**config.mk**
```make
export PLATFORM = sky130hd
export DESIGN_NAME = dual_output_thermostat_unit_flat
export DESIGN_NICKNAME = d
export VERILOG_FILES = /design/src/design/dot_pkg.sv /design/src/design/dot_in_if.sv /design/src/design/dot_out_if.sv /design/src/design/dot_cfg_regs.sv /design/src/design/dot_level.sv /design/src/design/dot_core.sv /design/src/design/dual_output_thermostat_unit.sv /design/src/flat_wrapper.sv
export SDC_FILE = /design/constraint.sdc
export NUM_CORES = 1
export LEC_CHECK = 0
export ABC_AREA = 1
export BUFFER_PORTS_ARGS = -buffer_cell sky130_fd_sc_hd__buf_2
export CAP_MARGIN = 20
export CORE_MARGIN = 2
export CORE_UTILIZATION = 30
export DETAILED_ROUTE_END_ITERATION = 8
export PLACE_DENSITY = 0.56
export SETUP_SLACK_MARGIN = 0.5
export SLEW_MARGIN = 20
export SYNTH_ARGS = -nofsm -noshare
export SYNTH_HDL_FRONTEND = slang
export SYNTH_SLANG_ARGS = --single-unit
export TNS_END_PERCENT = 30
```
**constraint.sdc**
```tcl
create_clock -name clk -period 3.56 [get_ports clk]
set_clock_uncertainty 0.1 [all_clocks]
set_input_delay 0.178 -clock clk [delete_from_list [all_inputs] [get_ports clk]]
set_output_delay 0.178 -clock clk [all_outputs]
set_load 0.05 [all_outputs]
```
**src/design/dot_pkg.sv**
```systemverilog
`default_nettype none
// ----------------------------------------------------------------------------
// dot_pkg
// Shared types and constants of the dual output thermostat.
// ----------------------------------------------------------------------------
package dot_pkg;

  localparam int SAMPLE_W      = 14;  // width of the sample field on the port
  localparam int SAMPLE_BITS_D = 14;  // default number of sample bits used
  localparam int VALUE_BITS    = 14;  // threshold and limit value width
  localparam int WORD_BITS     = 15;  // threshold / limit word width
  localparam int FORCE_POS     = 14;  // polarity / forced result bit
  localparam int HOLD_BITS     = 16;
  localparam int TIME_BITS     = 32;
  localparam int CFG_DATA_BITS = 16;
  localparam int REG_IDX_BITS  = 3;

  localparam logic [REG_IDX_BITS-1:0] REG_HEATER_THR = 3'd0;
  localparam logic [REG_IDX_BITS-1:0] REG_FAN_THR    = 3'd1;
  localparam logic [REG_IDX_BITS-1:0] REG_HEATER_LO  = 3'd2;
  localparam logic [REG_IDX_BITS-1:0] REG_HEATER_HI  = 3'd3;
  localparam logic [REG_IDX_BITS-1:0] REG_FAN_LO     = 3'd4;
  localparam logic [REG_IDX_BITS-1:0] REG_FAN_HI     = 3'd5;
  localparam logic [REG_IDX_BITS-1:0] REG_DWELL      = 3'd6;

  localparam logic [WORD_BITS-1:0] LIMIT_LO_RESET = 15'h0000;
  localparam logic [WORD_BITS-1:0] LIMIT_HI_RESET = 15'h3fff;

  typedef struct packed {
    logic [WORD_BITS-1:0] heater_thr;
    logic [WORD_BITS-1:0] fan_thr;
    logic [WORD_BITS-1:0] heater_lo;
    logic [WORD_BITS-1:0] heater_hi;
    logic [WORD_BITS-1:0] fan_lo;
    logic [WORD_BITS-1:0] fan_hi;
    logic [HOLD_BITS-1:0] dwell_ms;
  } dot_cfg_t;

  typedef struct packed {
    logic heater_on;
    logic fan_on;
    logic heater_switched;
    logic fan_switched;
    logic holding;
  } dot_result_t;

endpackage
`default_nettype wire

```
**src/design/dot_in_if.sv**
```systemverilog
`default_nettype none
// ----------------------------------------------------------------------------
// dot_in_if
// Sample channel: valid/ready handshake with sample and timestamp.
// ----------------------------------------------------------------------------
interface dot_in_if;
  import dot_pkg::*;

  logic                 valid;
  logic                 ready;
  logic [SAMPLE_W-1:0]  sample;
  logic [TIME_BITS-1:0] now_ms;

  modport source (output valid, output sample, output now_ms, input ready);
  modport sink   (input valid, input sample, input now_ms, output ready);
endinterface
`default_nettype wire

```
**src/design/dot_out_if.sv**
```systemverilog
`default_nettype none
// ----------------------------------------------------------------------------
// dot_out_if
// Result channel: valid/ready handshake with the two output levels and flags.
// ----------------------------------------------------------------------------
interface dot_out_if;
  logic valid;
  logic ready;
  logic heater_on;
  logic fan_on;
  logic heater_switched;
  logic fan_switched;
  logic holding;

  modport source (output valid, output heater_on, output fan_on,
                  output heater_switched, output fan_switched, output holding,
                  input ready);
  modport sink   (input valid, input heater_on, input fan_on,
                  input heater_switched, input fan_switched, input holding,
                  output ready);
endinterface
`default_nettype wire

```
**src/design/dot_cfg_regs.sv**
```systemverilog
`default_nettype none
// ----------------------------------------------------------------------------
// dot_cfg_regs
// Configuration register file, written by index; writes beyond the list drop.
// ----------------------------------------------------------------------------
module dot_cfg_regs (
  input  wire logic                                 clk,
  input  wire logic                                 rst,
  input  wire logic                                 write_en,
  input  wire logic [dot_pkg::REG_IDX_BITS-1:0]     reg_index,
  input  wire logic [dot_pkg::CFG_DATA_BITS-1:0]    write_data,
  output dot_pkg::dot_cfg_t                         cfg
);
  import dot_pkg::*;

  dot_cfg_t regs;

  assign cfg = regs;

  always_ff @(posedge clk) begin
    if (rst) begin
      regs.heater_thr <= '0;
      regs.fan_thr    <= '0;
      regs.heater_lo  <= LIMIT_LO_RESET;
      regs.heater_hi  <= LIMIT_HI_RESET;
      regs.fan_lo     <= LIMIT_LO_RESET;
      regs.fan_hi     <= LIMIT_HI_RESET;
      regs.dwell_ms   <= '0;
    end else if (write_en) begin
      case (reg_index)
        REG_HEATER_THR: regs.heater_thr <= write_data[WORD_BITS-1:0];
        REG_FAN_THR:    regs.fan_thr    <= write_data[WORD_BITS-1:0];
        REG_HEATER_LO:  regs.heater_lo  <= write_data[WORD_BITS-1:0];
        REG_HEATER_HI:  regs.heater_hi  <= write_data[WORD_BITS-1:0];
        REG_FAN_LO:     regs.fan_lo     <= write_data[WORD_BITS-1:0];
        REG_FAN_HI:     regs.fan_hi     <= write_data[WORD_BITS-1:0];
        REG_DWELL:      regs.dwell_ms   <= write_data[HOLD_BITS-1:0];
        default: ;  // drop writes to unused indexes
      endcase
    end
  end
endmodule
`default_nettype wire

```
**src/design/dot_level.sv**
```systemverilog
`default_nettype none
// ----------------------------------------------------------------------------
// dot_level
// Wanted level of one output: threshold compare with forcing limits.
// ----------------------------------------------------------------------------
module dot_level #(
  parameter int SAMPLE_BITS = dot_pkg::SAMPLE_BITS_D
) (
  input  wire logic [SAMPLE_BITS-1:0]        sample,
  input  wire logic [dot_pkg::WORD_BITS-1:0] thr_word,
  input  wire logic [dot_pkg::WORD_BITS-1:0] lo_word,
  input  wire logic [dot_pkg::WORD_BITS-1:0] hi_word,
  output logic                               wanted
);
  import dot_pkg::*;

  logic [VALUE_BITS-1:0] s_ext;
  logic                  at_or_above;

  assign s_ext = VALUE_BITS'(sample);

  always_comb begin
    if (s_ext < lo_word[VALUE_BITS-1:0]) begin
      at_or_above = lo_word[FORCE_POS];
    end else if (s_ext >= hi_word[VALUE_BITS-1:0]) begin
      at_or_above = hi_word[FORCE_POS];
    end else begin
      at_or_above = (s_ext >= thr_word[VALUE_BITS-1:0]);
    end
  end

  // polarity bit set: on below the threshold
  assign wanted = at_or_above ^ thr_word[FORCE_POS];
endmodule
`default_nettype wire

```
**src/design/dot_core.sv**
```systemverilog
`default_nettype none
// ----------------------------------------------------------------------------
// dot_core
// Hold check, output states, result register: one sample a cycle unless stalled.
// ----------------------------------------------------------------------------
module dot_core #(
  parameter int SAMPLE_BITS = dot_pkg::SAMPLE_BITS_D
) (
  input  wire logic                                clk,
  input  wire logic                                rst,
  input  wire dot_pkg::dot_cfg_t                   cfg,
  input  wire logic                                item_valid,
  input  wire logic [SAMPLE_BITS-1:0]              sample,
  input  wire logic [dot_pkg::TIME_BITS-1:0]       now_ms,
  input  wire logic                                res_ready,
  output logic                                     res_valid,
  output dot_pkg::dot_result_t                     res,
  output logic                                     advance
);
  import dot_pkg::*;

  logic                 heater_state;
  logic                 fan_state;
  logic [TIME_BITS-1:0] last_switch_time;

  logic [TIME_BITS-1:0] elapsed;
  logic                 hold_now;
  logic                 heater_want;
  logic                 fan_want;
  logic                 heater_sw;
  logic                 fan_sw;
  logic                 take;

  dot_level #(.SAMPLE_BITS(SAMPLE_BITS)) u_heater_level (
    .sample   (sample),
    .thr_word (cfg.heater_thr),
    .lo_word  (cfg.heater_lo),
    .hi_word  (cfg.heater_hi),
    .wanted   (heater_want)
  );

  dot_level #(.SAMPLE_BITS(SAMPLE_BITS)) u_fan_level (
    .sample   (sample),
    .thr_word (cfg.fan_thr),
    .lo_word  (cfg.fan_lo),
    .hi_word  (cfg.fan_hi),
    .wanted   (fan_want)
  );

  // wrap-safe elapsed time since the last switch
  assign elapsed   = now_ms - last_switch_time;
  assign hold_now  = elapsed < TIME_BITS'(cfg.dwell_ms);
  assign heater_sw = !hold_now && (heater_want != heater_state);
  assign fan_sw    = !hold_now && (fan_want != fan_state);

  assign advance = !res_valid || res_ready;
  assign take    = advance && item_valid;

  always_ff @(posedge clk) begin
    if (rst) begin
      res_valid        <= 1'b0;
      heater_state     <= 1'b0;
      fan_state        <= 1'b0;
      last_switch_time <= '0;
    end else begin
      if (advance) begin
        res_valid <= item_valid;
      end
      if (take) begin
        if (heater_sw) begin
          heater_state <= heater_want;
        end
        if (fan_sw) begin
          fan_state <= fan_want;
        end
        if (heater_sw || fan_sw) begin
          last_switch_time <= now_ms;
        end
      end
    end
  end

  always_ff @(posedge clk) begin
    if (take) begin
      res.heater_on       <= heater_sw ? heater_want : heater_state;
      res.fan_on          <= fan_sw ? fan_want : fan_state;
      res.heater_switched <= heater_sw;
      res.fan_switched    <= fan_sw;
      res.holding         <= hold_now;
    end
  end
endmodule
`default_nettype wire

```
**src/design/dual_output_thermostat_unit.sv**
```systemverilog
`default_nettype none
// ----------------------------------------------------------------------------
// dual_output_thermostat_unit
// Bang-bang heater and fan control with a shared minimum hold time.
// ----------------------------------------------------------------------------
// Each word on in_ch carries one converter sample and a millisecond timestamp;
// the block returns exactly one word on out_ch per sample, in order, giving the
// heater and fan levels after that sample, which of them switched, and whether
// the hold time blocked evaluation. A sample passes from acceptance through the
// input register, then the result register, to its result word, and the block
// accepts one sample every cycle unless out_ch stalls: the heater, fan and
// last-switch-time state update in the same cycle the result is registered, so
// the next sample sees it at once. The result register separates the two
// sides, so a new sample is still taken while a finished result waits;
// in_ch.ready drops only when both registers are full and out_ch is stalled.
// Configuration is written through write_en / reg_index / write_data (0 heater
// threshold, 1 fan threshold, 2..5 heater and fan low/high limits, 6 hold time)
// while no sample is in flight, a user duty the block does not enforce. A write
// to index 7 is dropped. Only the low SAMPLE_BITS bits of the sample are used.
// ----------------------------------------------------------------------------
module dual_output_thermostat_unit #(
  parameter int SAMPLE_BITS = dot_pkg::SAMPLE_BITS_D
) (
  input  wire logic                              clk,
  input  wire logic                              rst,
  dot_in_if.sink                                 in_ch,
  dot_out_if.source                              out_ch,
  input  wire logic                              write_en,
  input  wire logic [dot_pkg::REG_IDX_BITS-1:0]  reg_index,
  input  wire logic [dot_pkg::CFG_DATA_BITS-1:0] write_data
);
  import dot_pkg::*;

  dot_cfg_t             cfg;
  dot_result_t          res;
  logic                 res_valid;
  logic                 advance;

  // input register
  logic                   item_valid;
  logic [SAMPLE_BITS-1:0] item_sample;
  logic [TIME_BITS-1:0]   item_now;
  logic                   in_take;

  dot_cfg_regs u_cfg (
    .clk        (clk),
    .rst        (rst),
    .write_en   (write_en),
    .reg_index  (reg_index),
    .write_data (write_data),
    .cfg        (cfg)
  );

  // The input register empties whenever the core moves its word on, so it can
  // refill in the same cycle.
  assign in_ch.ready = !item_valid || advance;
  assign in_take     = in_ch.valid && in_ch.ready;

  always_ff @(posedge clk) begin
    if (rst) begin
      item_valid <= 1'b0;
    end else if (in_ch.ready) begin
      item_valid <= in_ch.valid;
    end
  end

  // payload: hold until the next accepted word, keep only the used bits
  always_ff @(posedge clk) begin
    if (in_take) begin
      item_sample <= in_ch.sample[SAMPLE_BITS-1:0];
      item_now    <= in_ch.now_ms;
    end
  end

  dot_core #(.SAMPLE_BITS(SAMPLE_BITS)) u_core (
    .clk        (clk),
    .rst        (rst),
    .cfg        (cfg),
    .item_valid (item_valid),
    .sample     (item_sample),
    .now_ms     (item_now),
    .res_ready  (out_ch.ready),
    .res_valid  (res_valid),
    .res        (res),
    .advance    (advance)
  );

  // drive the result channel straight from the result register
  assign out_ch.valid           = res_valid;
  assign out_ch.heater_on       = res.heater_on;
  assign out_ch.fan_on          = res.fan_on;
  assign out_ch.heater_switched = res.heater_switched;
  assign out_ch.fan_switched    = res.fan_switched;
  assign out_ch.holding         = res.holding;
endmodule
`default_nettype wire

```
**src/flat_wrapper.sv**
```systemverilog
// flat-port wrapper written by rule: the top's interface ports become plain ports
module dual_output_thermostat_unit_flat import dot_pkg::*;
#(
  parameter int SAMPLE_BITS = dot_pkg::SAMPLE_BITS_D
)
  (clk, rst, write_en, reg_index, write_data, in_ch_valid, in_ch_sample, in_ch_now_ms, in_ch_ready, out_ch_valid, out_ch_heater_on, out_ch_fan_on, out_ch_heater_switched, out_ch_fan_switched, out_ch_holding, out_ch_ready);
  dot_in_if in_ch_i ();
  dot_out_if out_ch_i ();
  input  wire logic clk;
  input  wire logic rst;
  input  wire logic write_en;
  input  wire logic [dot_pkg::REG_IDX_BITS-1:0] reg_index;
  input  wire logic [dot_pkg::CFG_DATA_BITS-1:0] write_data;
  input wire logic [$bits(in_ch_i.valid)-1:0] in_ch_valid;
  input wire logic [$bits(in_ch_i.sample)-1:0] in_ch_sample;
  input wire logic [$bits(in_ch_i.now_ms)-1:0] in_ch_now_ms;
  output wire logic [$bits(in_ch_i.ready)-1:0] in_ch_ready;
  output wire logic [$bits(out_ch_i.valid)-1:0] out_ch_valid;
  output wire logic [$bits(out_ch_i.heater_on)-1:0] out_ch_heater_on;
  output wire logic [$bits(out_ch_i.fan_on)-1:0] out_ch_fan_on;
  output wire logic [$bits(out_ch_i.heater_switched)-1:0] out_ch_heater_switched;
  output wire logic [$bits(out_ch_i.fan_switched)-1:0] out_ch_fan_switched;
  output wire logic [$bits(out_ch_i.holding)-1:0] out_ch_holding;
  input wire logic [$bits(out_ch_i.ready)-1:0] out_ch_ready;
  assign in_ch_i.valid = in_ch_valid;
  assign in_ch_i.sample = in_ch_sample;
  assign in_ch_i.now_ms = in_ch_now_ms;
  assign in_ch_ready = in_ch_i.ready;
  assign out_ch_valid = out_ch_i.valid;
  assign out_ch_heater_on = out_ch_i.heater_on;
  assign out_ch_fan_on = out_ch_i.fan_on;
  assign out_ch_heater_switched = out_ch_i.heater_switched;
  assign out_ch_fan_switched = out_ch_i.fan_switched;
  assign out_ch_holding = out_ch_i.holding;
  assign out_ch_i.ready = out_ch_ready;
  dual_output_thermostat_unit #(.SAMPLE_BITS(SAMPLE_BITS)) u_core (.clk(clk), .rst(rst), .in_ch(in_ch_i), .out_ch(out_ch_i), .write_en(write_en), .reg_index(reg_index), .write_data(write_data));
endmodule
```
Word-level counts from Yosys, hierarchy flattened
Index checks and enable logic that the tools add are counted.
{"block": "classes", "bitwise_logic": 2, "n_mux": 6, "n_addsub": 1, "eq_ne": 8, "n_lt_le_gt_ge": 7, "reduce_logical": 19}
{"cell": "greater-or-equal comparator 14 bit", "n": 4}
{"cell": "< comparator 32 x 16 -> 1 bit", "n": 1}
{"cell": "subtractor 32 bit", "n": 1}
{"cell": "< comparator 14 bit", "n": 2}
{"cell": "AND reduction 2 bit", "n": 8}
{"cell": "== test 3 bit, second input constant", "n": 3}
{"cell": "== test 3 x 2 -> 1 bit, second input constant", "n": 2}
{"cell": "2-to-1 mux 1 bit", "n": 6}
{"cell": "logical AND 1 bit", "n": 4}
{"cell": "== test 3 x 1 -> 1 bit, second input constant", "n": 1}
{"cell": "zero test 1 bit", "n": 3}
{"cell": "zero test 3 bit", "n": 1}
{"cell": "logical OR 1 bit", "n": 3}
{"cell": "!= test 1 bit", "n": 2}
{"cell": "bitwise XOR 1 bit", "n": 2}
{"block": "totals", "output_inout_bits": 7, "reg_bits": 193}

Depth between registers and ports, before layout
Gate-level depths: netlist of run 1.
{"block": "logic_depth", "word_depth": 8, "ltp_mapped": 25}

Hierarchy
From an unflattened synthesis of run 1, not the netlist that was laid out.
{"block": "hier_totals", "cells_unflattened": 1966, "hier_area_um2": 12992.5}
{"module": "dot_core", "seq_area_each_um2": 850.8, "n_inst": 1, "cells_each": 929, "area_each_um2": 5063.6}
{"module": "dot_cfg_regs", "seq_area_each_um2": 2122.0, "n_inst": 1, "cells_each": 579, "area_each_um2": 4122.7}
{"module": "dot_level", "seq_area_each_um2": 0.0, "n_inst": 2, "cells_each": 203, "area_each_um2": 1188.6}
{"module": "dual_output_thermostat_unit", "seq_area_each_um2": 1401.3, "n_inst": 1, "cells_each": 52, "area_each_um2": 1428.9}

Worst setup path after synthesis of run 1
No wires, ideal clock.
{"block": "synth_timing", "path_type": "register -> register", "startpoint": "register u_core.item_now[0]", "endpoint": "register u_core.u_core.last_switch_time[21]", "period_less_slack_ps": 3151, "slack_ps": 409, "stages_incl_launch_ff": 23, "arrival_time_ps": 2940, "path_buffers": 1, "cell_sequence": "edfxtp_1 inv_1 ha_1 fa_1 inv_1 nand2_1 nand3_1 nand2_1 nand2_2 xor2_1 ha_1 nand2_1 inv_1 nand3_1 inv_1 a21oi_1 a21boi_0 nand3_4 o21ai_1 nor2_4 buf_6 nor2_2 nor2_1"}
{"block": "synth_between", "elab_chain_len": 6, "word_cells_on_any_way": 7}
{"item": "start, declared", "line_no": "dual_output_thermostat_unit.sv:42", "text": "logic [TIME_BITS-1:0] item_now;"}
{"item": "start signal, assigned", "line_no": "dual_output_thermostat_unit.sv:71", "text": "item_now <= in_ch.now_ms;"}
{"item": "subtractor 32 bit (*)", "line_no": "dot_core.sv:51", "text": "assign elapsed = now_ms - last_switch_time;"}
{"item": "< comparator 32 x 16 -> 1 bit (*)", "line_no": "dot_core.sv:52", "text": "assign hold_now = elapsed < TIME_BITS'(cfg.dwell_ms);"}
{"item": "zero test 1 bit (*)", "line_no": "dot_core.sv:53, dot_core.sv:54"}
{"item": "logical AND 1 bit (on tied branches)", "line_no": "dot_core.sv:53, dot_core.sv:54"}
{"item": "logical OR 1 bit (*)", "line_no": "dot_core.sv:76", "text": "if (heater_sw || fan_sw) begin"}
{"item": "AND reduction 2 bit (no source line) (*)"}
{"item": "end signal, assigned", "line_no": "dot_core.sv:77", "text": "last_switch_time <= now_ms;"}
{"item": "end, declared", "line_no": "dot_core.sv:24", "text": "logic [TIME_BITS-1:0] last_switch_time;"}
Every way passes the cells marked *; elsewhere a longest branch is shown, timed or not.
A chain may end at the register's enable or synchronous reset.

Worst setup path in the final report of run 1
{"block": "layout_timing", "startpoint": "register u_core.item_now[9]", "endpoint": "register u_core.u_core.last_switch_time[15]"}
Same word-level chain as after synthesis.

==> reports/qor.yml, run 1 <==
route:
  ant_nets: 0
  first_pass_iters: 5
  viasPerCell: 4.52
  routed_wl_um: 33400
  drt-wirelength-per-cell_um: 13.8
  drc: 0
  num_vias: 10900
  drt_iter0_drc: 554
synthesis:
  ys_types: 35
  synthCells: 1684
  synth_fp_nets: 1883
  syn_area_um2: 12100
  avgSynthCellArea_um2: 7.19
  yosysSeqAreaShare_pct: 36.1
  synth_edf_count: 51
  ys_ff_latch: 193
  synthArstFlopShare_pct: 0
  synthFlopType: "dfxtp_1"
  ys_warn_count: 0
power_and_ir_drop:
  ir_drop_v: 0.000329
  power.density_nw_per_um2: 417
  power_leakage_nw: 7.44
  finalPower_mw: 6.47
clock_network:
  cts.sink_count: 193
  clk_pin_slew_ns: 0.08
  cts_buffers: 17
  cts_tree: "yes"
  htreeDepth: 4
  root_buffer: "clkbuf_16"
  clk_latency_ns: 0.47
  cts_buffer_depth: 2
setup_path:
  cp_max_fo: 8
  cp.arrival_ns: 3.75
  critPathRequiredTime_ns: 3.87
  crit_path_end_kind: "flop"
  worstSetupStartpointType: "flop"
  critPathKind: "flop to flop"
final_layout:
  fill_cells: 4128
  syn2layout_area_growth_pct: 28.0
  nNetsFinal: 2077
  drive_gt1_share_pct: 17.8
  n_antenna_cell: 0
  design_area_um2: 15500
  final_common_cell: "nand2_1"
  final_cell_mix: "nand2_1, inv_1, nor2_1, dfxtp_1, a21oi_1"
global_routing:
  met2_usage_pct: 27.5
  use_met3_pct: 2.56
  grt_use_total_pct: 16.2
  first_global_vias: 10600
  grt_max_degree: 68
  antenna_found_initial: 0
  gr-total-overflow: 0
  busiest_layer: "met2"
  grt.met1_usage_pct: 20.9
  grt_pass1_wl_um: 53300
floorplan:
  pin_count: 77
  fp.dieW_um: 205
  std_cell_rows: 73
  die_h_um: 205
  core-area_um2: 39800
  start_util_pct: 30.4
  dieArea_um2: 42000
timing:
  timing.final.max_slew_violations: 0
  slew_headroom_pct: 46.7
  hold_viol: 0
  grt_setup_unrepaired: "true"
  worstMarginPinSlew_ns: 0.799
  timing.final.ws_setup_ns: 0.113
  tns_ns: 0
  max_freq_mhz: 290
  final-setup-viol-count: 0
  finalCritPeriodShare_pct: 96.8
  fin_crit_ns: 3.45
placement:
  place.gp.congestion: 0.870
  place_area_um2: 13300
  pre_cts_ws_ns: -0.205
  io_buffers: 76
  dpl.hpwl_um: 23700
worst_hold_path:
  hold_path.class: "input port to flop"
run_status:
  run_status: "completed"
job:
  drv_cap: 0
[through the flow]
stage               std cells  hold slack, ns  util (%)
detailed placement       2289           0.256      33.4
finish                   2416          0.0100      38.9
global route             2416          0.0263      38.9
floorplan                1684           0.177         -
global placement         2289           0.254      33.4
CTS                      2401         0.00147      37.7
[where the power goes]
part | internal (mW) | switching [mW] | leakage, nW
Sequential | 2.38 | 0.0696 | 1.65
Combinational | 0.869 | 1.15 | 5.49
Clock | 0.955 | 1.05 | 0.290
[kinds of logic (layout without fill, tap and decap cells)]
kind of cell | Yosys count | count (layout) | share of synthesized area (%)
adders and majority gates | 129 | 129 | 13.4
DFF | 193 | 193 | 36.1
buffers and inverters | 375 | 581 | 12.2
AOI/OAI and AO/OA | 283 | 283 | 12.3
and+or+nand+nor | 689 | 690 | 24.9
xor gates and xnor gates | 15 | 15 | 1.08
[metal layers]
metal | share of wire [%] | up-vias | routed length [um]
li1 | - | 5717 | -
met1 | 48 | 4992 | 16000
met2 | 47 | 179 | 15600
met3 | 3.2 | 42 | 1070
met4 | 2.2 | 0 | 720
met5 | 0 | - | 0
[critical path: stages, from the launching register on]
cell	delay, ns
edfxtp_1	0.44
ha_4	0.30
nand2_4	0.11
inv_1	0.07
nand2_2	0.06
nand2_2	0.08
a21oi_2	0.16
nand2_2	0.08
xor2_1	0.15
ha_1	0.33
nand2_1	0.09
inv_1	0.05
nand3_2	0.08
inv_2	0.04
a21oi_2	0.10
a21boi_4	0.22
nand3_4	0.09
buf_6	0.15
nand2_4	0.08
nand2_8	0.07
buf_12	0.15
buf_16	0.15
nand3_2	0.06
nand2_2	0.05
nor2_1	0.12
[state kept, by name, indices dropped and copies added (netlist names)]
signal                          cells
u_core.item_valid                   1
u_core.u_cfg.cfg                  106
u_core.u_core.heater_state          1
u_core.u_core.fan_state             1
u_core.u_core.res                   5
u_core.item_now                    32
u_core.u_core.last_switch_time     32
u_core.u_core.res_valid             1
u_core.item_sample                 14
[cell usage after synthesis (14+ instances only)]
cell	instances	area (um^2)
inv_1	327	1230
nand2_1	389	1460
edfxtp_1	51	1530
clkbuf_1	29	109
nor2_2	17	106
xor2_1	14	123
nand3_2	32	320
o21ai_0	110	551
nor2_1	156	586
a21oi_1	143	716
dfxtp_1	142	2840
ha_1	128	1600
nand3_1	58	290
[final timing paths]
| path | endpoint | cells after the start | slack (ns) | start |
|---|---|---|---|---|
| setup reg to reg | u_core.u_core.last_switch_time[15] | 24 | 0.11 | u_core.item_now[9] |
| hold / removal | u_core.u_cfg.cfg[18] | 3 | 0.01 | write_data[2] |
| hold reg to reg | u_core.u_cfg.cfg[100] | 2 | 0.36 | u_core.u_cfg.cfg[100] |
| setup / recovery | u_core.u_core.last_switch_time[15] | 24 | 0.11 | u_core.item_now[9] |
[cell type report]
type / instances / area (um^2) / area share (%)
multi-input combinational: 1117 / 6860 / 44.3
sequential: 193 / 4370 / 28.2
timing repair buffer: 217 / 1760 / 11.4
inverter: 332 / 1250 / 8.04
tap: 525 / 657 / 4.24
clock buffer: 17 / 425 / 2.74
clock inverter: 15 / 180 / 1.16
[repair_timing]
item,CTS,global route
cloned,4,0
hold endpoints to repair,91,0
hold buffers,63,0
setup buffers,13,14
pin swaps,22,56
setup endpoints to repair,39,39
resized for setup,45,76
(Power assumes the default switching activity.)
==> run 2, diff against run 1 <==
- clock period: 3.56 -> 4.5 ns (I/O delays scaled with it)
==> run 2 against run 1 <==
Utilization down 3.5 points. Routed wire length down 7.5%. First-iteration DRC count down 17%. Sequential cell count unchanged. Count of clock-buffer cells in the layout unchanged. Non-clock buffer count down 86. Design area down 9.0%. Final cell count down 3.6%. Via count down 4.4%. Setup slack better by 0.64 ns. Global-route usage down 1.1 points. Combinational power down 41%. Largest cell class unchanged.
==> reports/qor.yml, run 2 (same netlist as run 1, synthesis figures left out) <==
run_status:
  run_status: "completed"
final_layout:
  drive_gt1_share_pct: 10.2
  n_antenna_cell: 0
  final_common_cell: "nand2_1"
  multiInputGateArea_um2: 6290
  fill_cells: 4229
  nNetsFinal: 1991
  design_area_um2: 14100
  syn2layout_area_growth_pct: 16.5
  regArea_um2: 4370
  largest_reg_flops: 106
  final_cell_mix: "nand2_1, inv_1, nor2_1, a21oi_1, dfxtp_1"
  fin_cells: 2330
global_routing:
  grt_pass1_wl_um: 50100
  grt_use_total_pct: 15.1
  gr-total-overflow: 0
  antenna_found_initial: 0
  first_global_vias: 9978
  grt_max_degree: 67
floorplan:
  die_h_um: 205
  start_util_pct: 30.4
  core-area_um2: 39800
  pin_count: 77
  std_cell_rows: 73
  fp.dieW_um: 205
  dieArea_um2: 42000
clock_network:
  cts_buffers: 17
  htreeDepth: 4
  clk_pin_slew_ns: 0.08
  root_buffer: "clkbuf_16"
  cts.sink_count: 193
  clk_latency_ns: 0.46
  post-cts-setup-buffer-count: 0
  cts_buffer_depth: 2
  cts_tree: "yes"
placement:
  place_inst: 2246
  place.gp.congestion: 0.873
  dpl.hpwl_um: 23000
  io_buffers: 76
  place_area_um2: 13000
route:
  routed_wl_um: 30900
  viasPerCell: 4.48
  drt_iter0_drc: 459
  num_vias: 10400
  drt-wirelength-per-cell_um: 13.3
  ant_nets: 0
  drc: 0
  first_pass_iters: 5
setup_path:
  reg2reg_from: "u_core.item_now[1]"
  cp_max_fo: 16
  rr_worst_depth: 18
  critPathRequiredTime_ns: 4.79
  critPathKind: "flop to flop"
  crit_path_end_kind: "flop"
  rrSetupSlack_ns: 0.75
  cp.arrival_ns: 4.04
  worstSetupStartpointType: "flop"
  slowest_stage: "nor2_4"
  critical-path-max-stage-delay_ns: 0.55
  r2r-end: "u_core.u_core.last_switch_time[10]"
  crit_path_cell_trace: "inv_1 -> fa_1 -> inv_1 -> nand3_1 -> nand3_1 -> nand2_1 -> nand2_1 -> xor2_1 -> ha_1 -> a21oi_1 -> o21ai_0 -> a21oi_1 -> a21boi_2 -> nand3_4 -> o21ai_2 -> nor2_4 -> nor2_1 -> nor2_1"
power_and_ir_drop:
  combPwrFrac_pct: 25.4
  power_leakage_nw: 6.89
  switching_share_pct: 34.5
  power.density_nw_per_um2: 332
  ir_drop_v: 0.000246
  intPower_mw: 3.06
  p_sw_mw: 1.62
  pwr-share-seq_pct: 41.4
  power_frac_clock_pct: 33.2
timing:
  fin_crit_ns: 3.75
  hold_viol: 0
  tns_ns: 0
  slew_headroom_pct: 33.5
  timing.final.max_slew_violations: 0
  worstMarginPinSlew_ns: 0.995
  max_freq_mhz: 267
  finalCritPeriodShare_pct: 83.3
  grt_setup_unrepaired: "true"
  final-setup-viol-count: 0
worst_hold_path:
  min_to: "u_core.u_cfg.cfg[23]"
  hold_path.class: "input port to flop"
  hp-start: "write_data[7]"
  hold_depth: 3
job:
  drv_cap: 0
run 2: worst max-delay path by stage:
stage | slack (ns) | depth (start not counted) | start | to
5_1_grt | 0.46 | 21 | u_core.item_now[5] | u_core.u_core.last_switch_time[12]
3_3_place_gp | 0.54 | 21 | u_core.item_now[4] | u_core.u_core.last_switch_time[0]
3_5_place_dp | 0.46 | 22 | u_core.item_now[0] | u_core.u_core.last_switch_time[22]
4_1_cts | 0.54 | 19 | u_core.item_now[0] | u_core.u_core.last_switch_time[14]
2_1_floorplan | 1.35 | 22 | u_core.item_now[0] | u_core.u_core.last_switch_time[21]
6_report | 0.75 | 18 | u_core.item_now[1] | u_core.u_core.last_switch_time[10]
run 2: through the flow:
stage | hold slack, ns | setup WS [ns] | total power [mW] | utilization (%)
finish | 0.0282 | 0.753 | 4.68 | 35.4
global route | 0.0363 | 0.461 | 4.99 | 35.4
CTS | 0.00148 | 0.543 | 4.72 | 35.4
detailed placement | 0.303 | 0.462 | 3.11 | 32.6
global placement | 0.301 | 0.544 | 3.10 | 32.6
floorplan | 0.224 | 1.35 | 2.82 | -
run 2: timing repair:
action	in CTS	in global routing
pin swaps	0	2
cloned	0	1
hold buffers	51	0
setup endpoints to repair	29	32
resized for setup	1	4
endpoints found under the hold margin	50	0
run 2: routing by layer:
metal | GRT usage [%] | routed length, um | vias to the layer above
met5 | 0 | 0 | -
met4 | 3.75 | 401 | 0
met3 | 2.51 | 963 | 20
met2 | 24.9 | 14000 | 154
met1 | 20.4 | 15600 | 4728
li1 | - | - | 5543
run 2: critical path: cells and delay by family, from the launching register on:
kind	cells	cell delay, ns
buf+inv	2	0.24
simple gates	8	1.35
fa+ha+maj	2	0.62
xor+xnor	1	0.24
compound gates	5	0.66
flops	1	0.44
run 2: area by class of cell:
cell class,instances,share of cell area [%]
Clock buffer,17,3.01
Clock inverter,15,1.29
Tap cell,525,4.66
Multi-Input combinational cell,1117,44.6
Timing Repair Buffer,131,6.61
Inverter,332,8.84
Sequential cell,193,31.0
run 2: power groups by stage:
stage | combinational (mW) | clock, mW | sequential, mW
after floorplan | 0.847 | 0 | 1.97
after CTS | 1.18 | 1.60 | 1.94
final | 1.19 | 1.56 | 1.94
after global routing | 1.38 | 1.67 | 1.95
after detailed placement | 1.14 | 0 | 1.98
after global placement | 1.12 | 0 | 1.98
==> run 3, diff against run 2 <==
- PLACE_DENSITY: 0.56 -> 0.58
- clock period: 4.5 -> 3.2 ns (I/O delays scaled with it)
==> run 3 against run 2 <==
The flow now finishes with violations (negative setup slack). Non-clock buffer count grew 133. Sequential power is 40% higher. Largest cell class unchanged. Final cell count grew 5.7%. Count of clock-buffer cells in the layout is the same. Sequential share of layout area fell by 3.3 points. Utilization up 4.2 points. Critical endpoint is now u_core.u_core.last_switch_time[11]. Design area grew 12%.
==> reports/qor.yml, run 3 (same netlist as run 1, synthesis figures left out) <==
clock_network:
  cts_buffers: 17
  clk_pin_slew_ns: 0.09
  cts_tree: "yes"
  htreeDepth: 4
  cts_buffer_depth: 2
  cts.sink_count: 193
  root_buffer: "clkbuf_16"
  clk_latency_ns: 0.47
final_layout:
  drive_gt1_share_pct: 19.2
  largest_reg_flops: 106
  syn2layout_area_growth_pct: 30.4
  fill_cells: 4163
  nNetsFinal: 2124
  design_area_um2: 15800
  fin_cells: 2463
  n_antenna_cell: 0
  final_cell_mix: "nand2_1, inv_1, nor2_1, dfxtp_1, a21oi_1"
  final_util_pct: 39.7
  final_common_cell: "nand2_1"
power_and_ir_drop:
  power_frac_clock_pct: 31.1
  power.density_nw_per_um2: 460
  pwr-share-seq_pct: 37.4
  p_sw_mw: 2.53
  intPower_mw: 4.74
  combPwrFrac_pct: 31.5
  switching_share_pct: 34.8
  ir_drop_v: 0.000389
  power_leakage_nw: 7.66
setup_path:
  cp_max_fo: 7
  rrSetupSlack_ns: -0.18
  slowest_stage: "edfxtp_1"
  critPathLaunch: "u_core.item_now[4]"
  critPathRequiredTime_ns: 3.50
  cp.arrival_ns: 3.69
  critical-path-max-stage-delay_ns: 0.45
  crit_path_end_kind: "flop"
  critPathKind: "flop to flop"
  worstSetupStartpointType: "flop"
  crit_path_cell_trace: "ha_4 -> nand2_2 -> nor2_2 -> and2_4 -> nand2_1 -> nand3_2 -> xor2_2 -> ha_1 -> a21oi_1 -> o21ai_1 -> a21oi_2 -> a21boi_4 -> nand3_4 -> buf_6 -> nand2_4 -> nand2_8 -> buf_12 -> nand3_2 -> nand2_1 -> nor2_1"
  reg2reg_from: "u_core.item_now[4]"
global_routing:
  grt_use_total_pct: 16.3
  use_met3_pct: 3.15
  grt_pass1_wl_um: 54000
  first_global_vias: 10900
  met2_usage_pct: 28.2
  gr-total-overflow: 0
  antenna_found_initial: 0
  busiest_layer: "met2"
  grt.met1_usage_pct: 20.6
  grt_max_degree: 96
timing:
  timing.final.ws_setup_ns: -0.184
  final-setup-viol-count: 38
  slew_headroom_pct: 45.6
  fin_crit_ns: 3.38
  whs_ns: 0.0497
  worstMarginPinSlew_ns: 0.815
  timing.final.max_slew_violations: 0
  hold_viol: 0
  max_freq_mhz: 296
  finalCritPeriodShare_pct: 106
  grt_setup_unrepaired: "true"
placement:
  place_area_um2: 13900
  place_inst: 2340
  io_buffers: 76
  place.gp.congestion: 0.894
  dpl.hpwl_um: 23700
floorplan:
  die_h_um: 205
  dieArea_um2: 42000
  start_util_pct: 30.4
  std_cell_rows: 73
  pin_count: 77
  fp.dieW_um: 205
  core-area_um2: 39800
route:
  viasPerCell: 4.52
  routed_wl_um: 33500
  first_pass_iters: 5
  drt-wirelength-per-cell_um: 13.6
  drt_iter0_drc: 537
  ant_nets: 0
  num_vias: 11100
  drc: 0
worst_hold_path:
  hold_path.class: "input port to flop"
  hp-start: "rst"
run_status:
  run_status: "complete, but fails checks"
  violations: "negative setup slack"
job:
  drv_cap: 0
[run 3: cell types whose count changed in the layout (fill, tap and decap cells not counted), sizes merged]
| cell | before | now |
|---|---|---|
| inv | 333 | 337 |
| clkinvlp | 1 | 0 |
| clkinv | 13 | 10 |
| dlygate4sd3 | 51 | 65 |
| clkbuf | 17 | 18 |
| buf | 80 | 198 |
[run 3: metrics by stage]
stage / TNS [ns] / total power [mW] / worst slack [ns]
2_1_floorplan: 0 / 4.02 / 0.325
3_3_place_gp: -9.44 / 4.64 / -0.327
3_5_place_dp: -13.11 / 4.67 / -0.431
4_1_cts: -4.11 / 7.18 / -0.153
5_1_grt: -13.60 / 7.71 / -0.403
6_report: -5.95 / 7.27 / -0.184
[run 3: area by class of cell]
class / count / area [um^2] / area share [%]
Clock buffer: 17 / 425 / 2.69
Clock inverter: 15 / 201 / 1.28
Inverter: 332 / 1250 / 7.89
Multi-Input combinational cell: 1117 / 6780 / 42.9
Tap cell: 525 / 657 / 4.16
Sequential cell: 193 / 4380 / 27.7
Timing Repair Buffer: 264 / 2110 / 13.4
[run 3: worst max-delay path, delay by kind of cell (launching register included)]
family / cells / cell delay [ns]
flops: 1 / 0.45
buf+inv: 2 / 0.33
compound gates: 4 / 0.55
xor+xnor: 1 / 0.17
fa+ha+maj: 2 / 0.58
simple gates: 11 / 1.10
[run 3: power by group through the flow]
stage | sequential, mW | combinational (mW) | clock, mW
floorplan | 2.78 | 1.24 | 0
global placement | 2.77 | 1.87 | 0
detailed placement | 2.77 | 1.90 | 0
CTS | 2.71 | 2.15 | 2.32
global route | 2.73 | 2.58 | 2.40
finish | 2.72 | 2.29 | 2.26
[run 3: timing repair]
action | CTS | global route
pin swaps | 24 | 36
endpoints found under the setup margin | 39 | 39
buffers inserted | 7 | 14
hold endpoints to repair | 102 | 0
gates resized for setup | 33 | 47
gates cloned | 4 | 1
hold buffers | 65 | 0
[run 3: per-layer routing]
metal | share of wire [%] | vias to the layer above
li1 | - | 5799
met1 | 47 | 5107
met2 | 47 | 176
met3 | 3.5 | 42
met4 | 2.1 | 0
met5 | 0 | -
[run 3: worst paths after layout]
check | depth (start not counted) | to
max | 20 | u_core.u_core.last_switch_time[11]
min | 2 | u_core.u_core.res_valid
max reg2reg | 20 | u_core.u_core.last_switch_time[11]
min reg2reg | 2 | u_core.u_cfg.cfg[86]
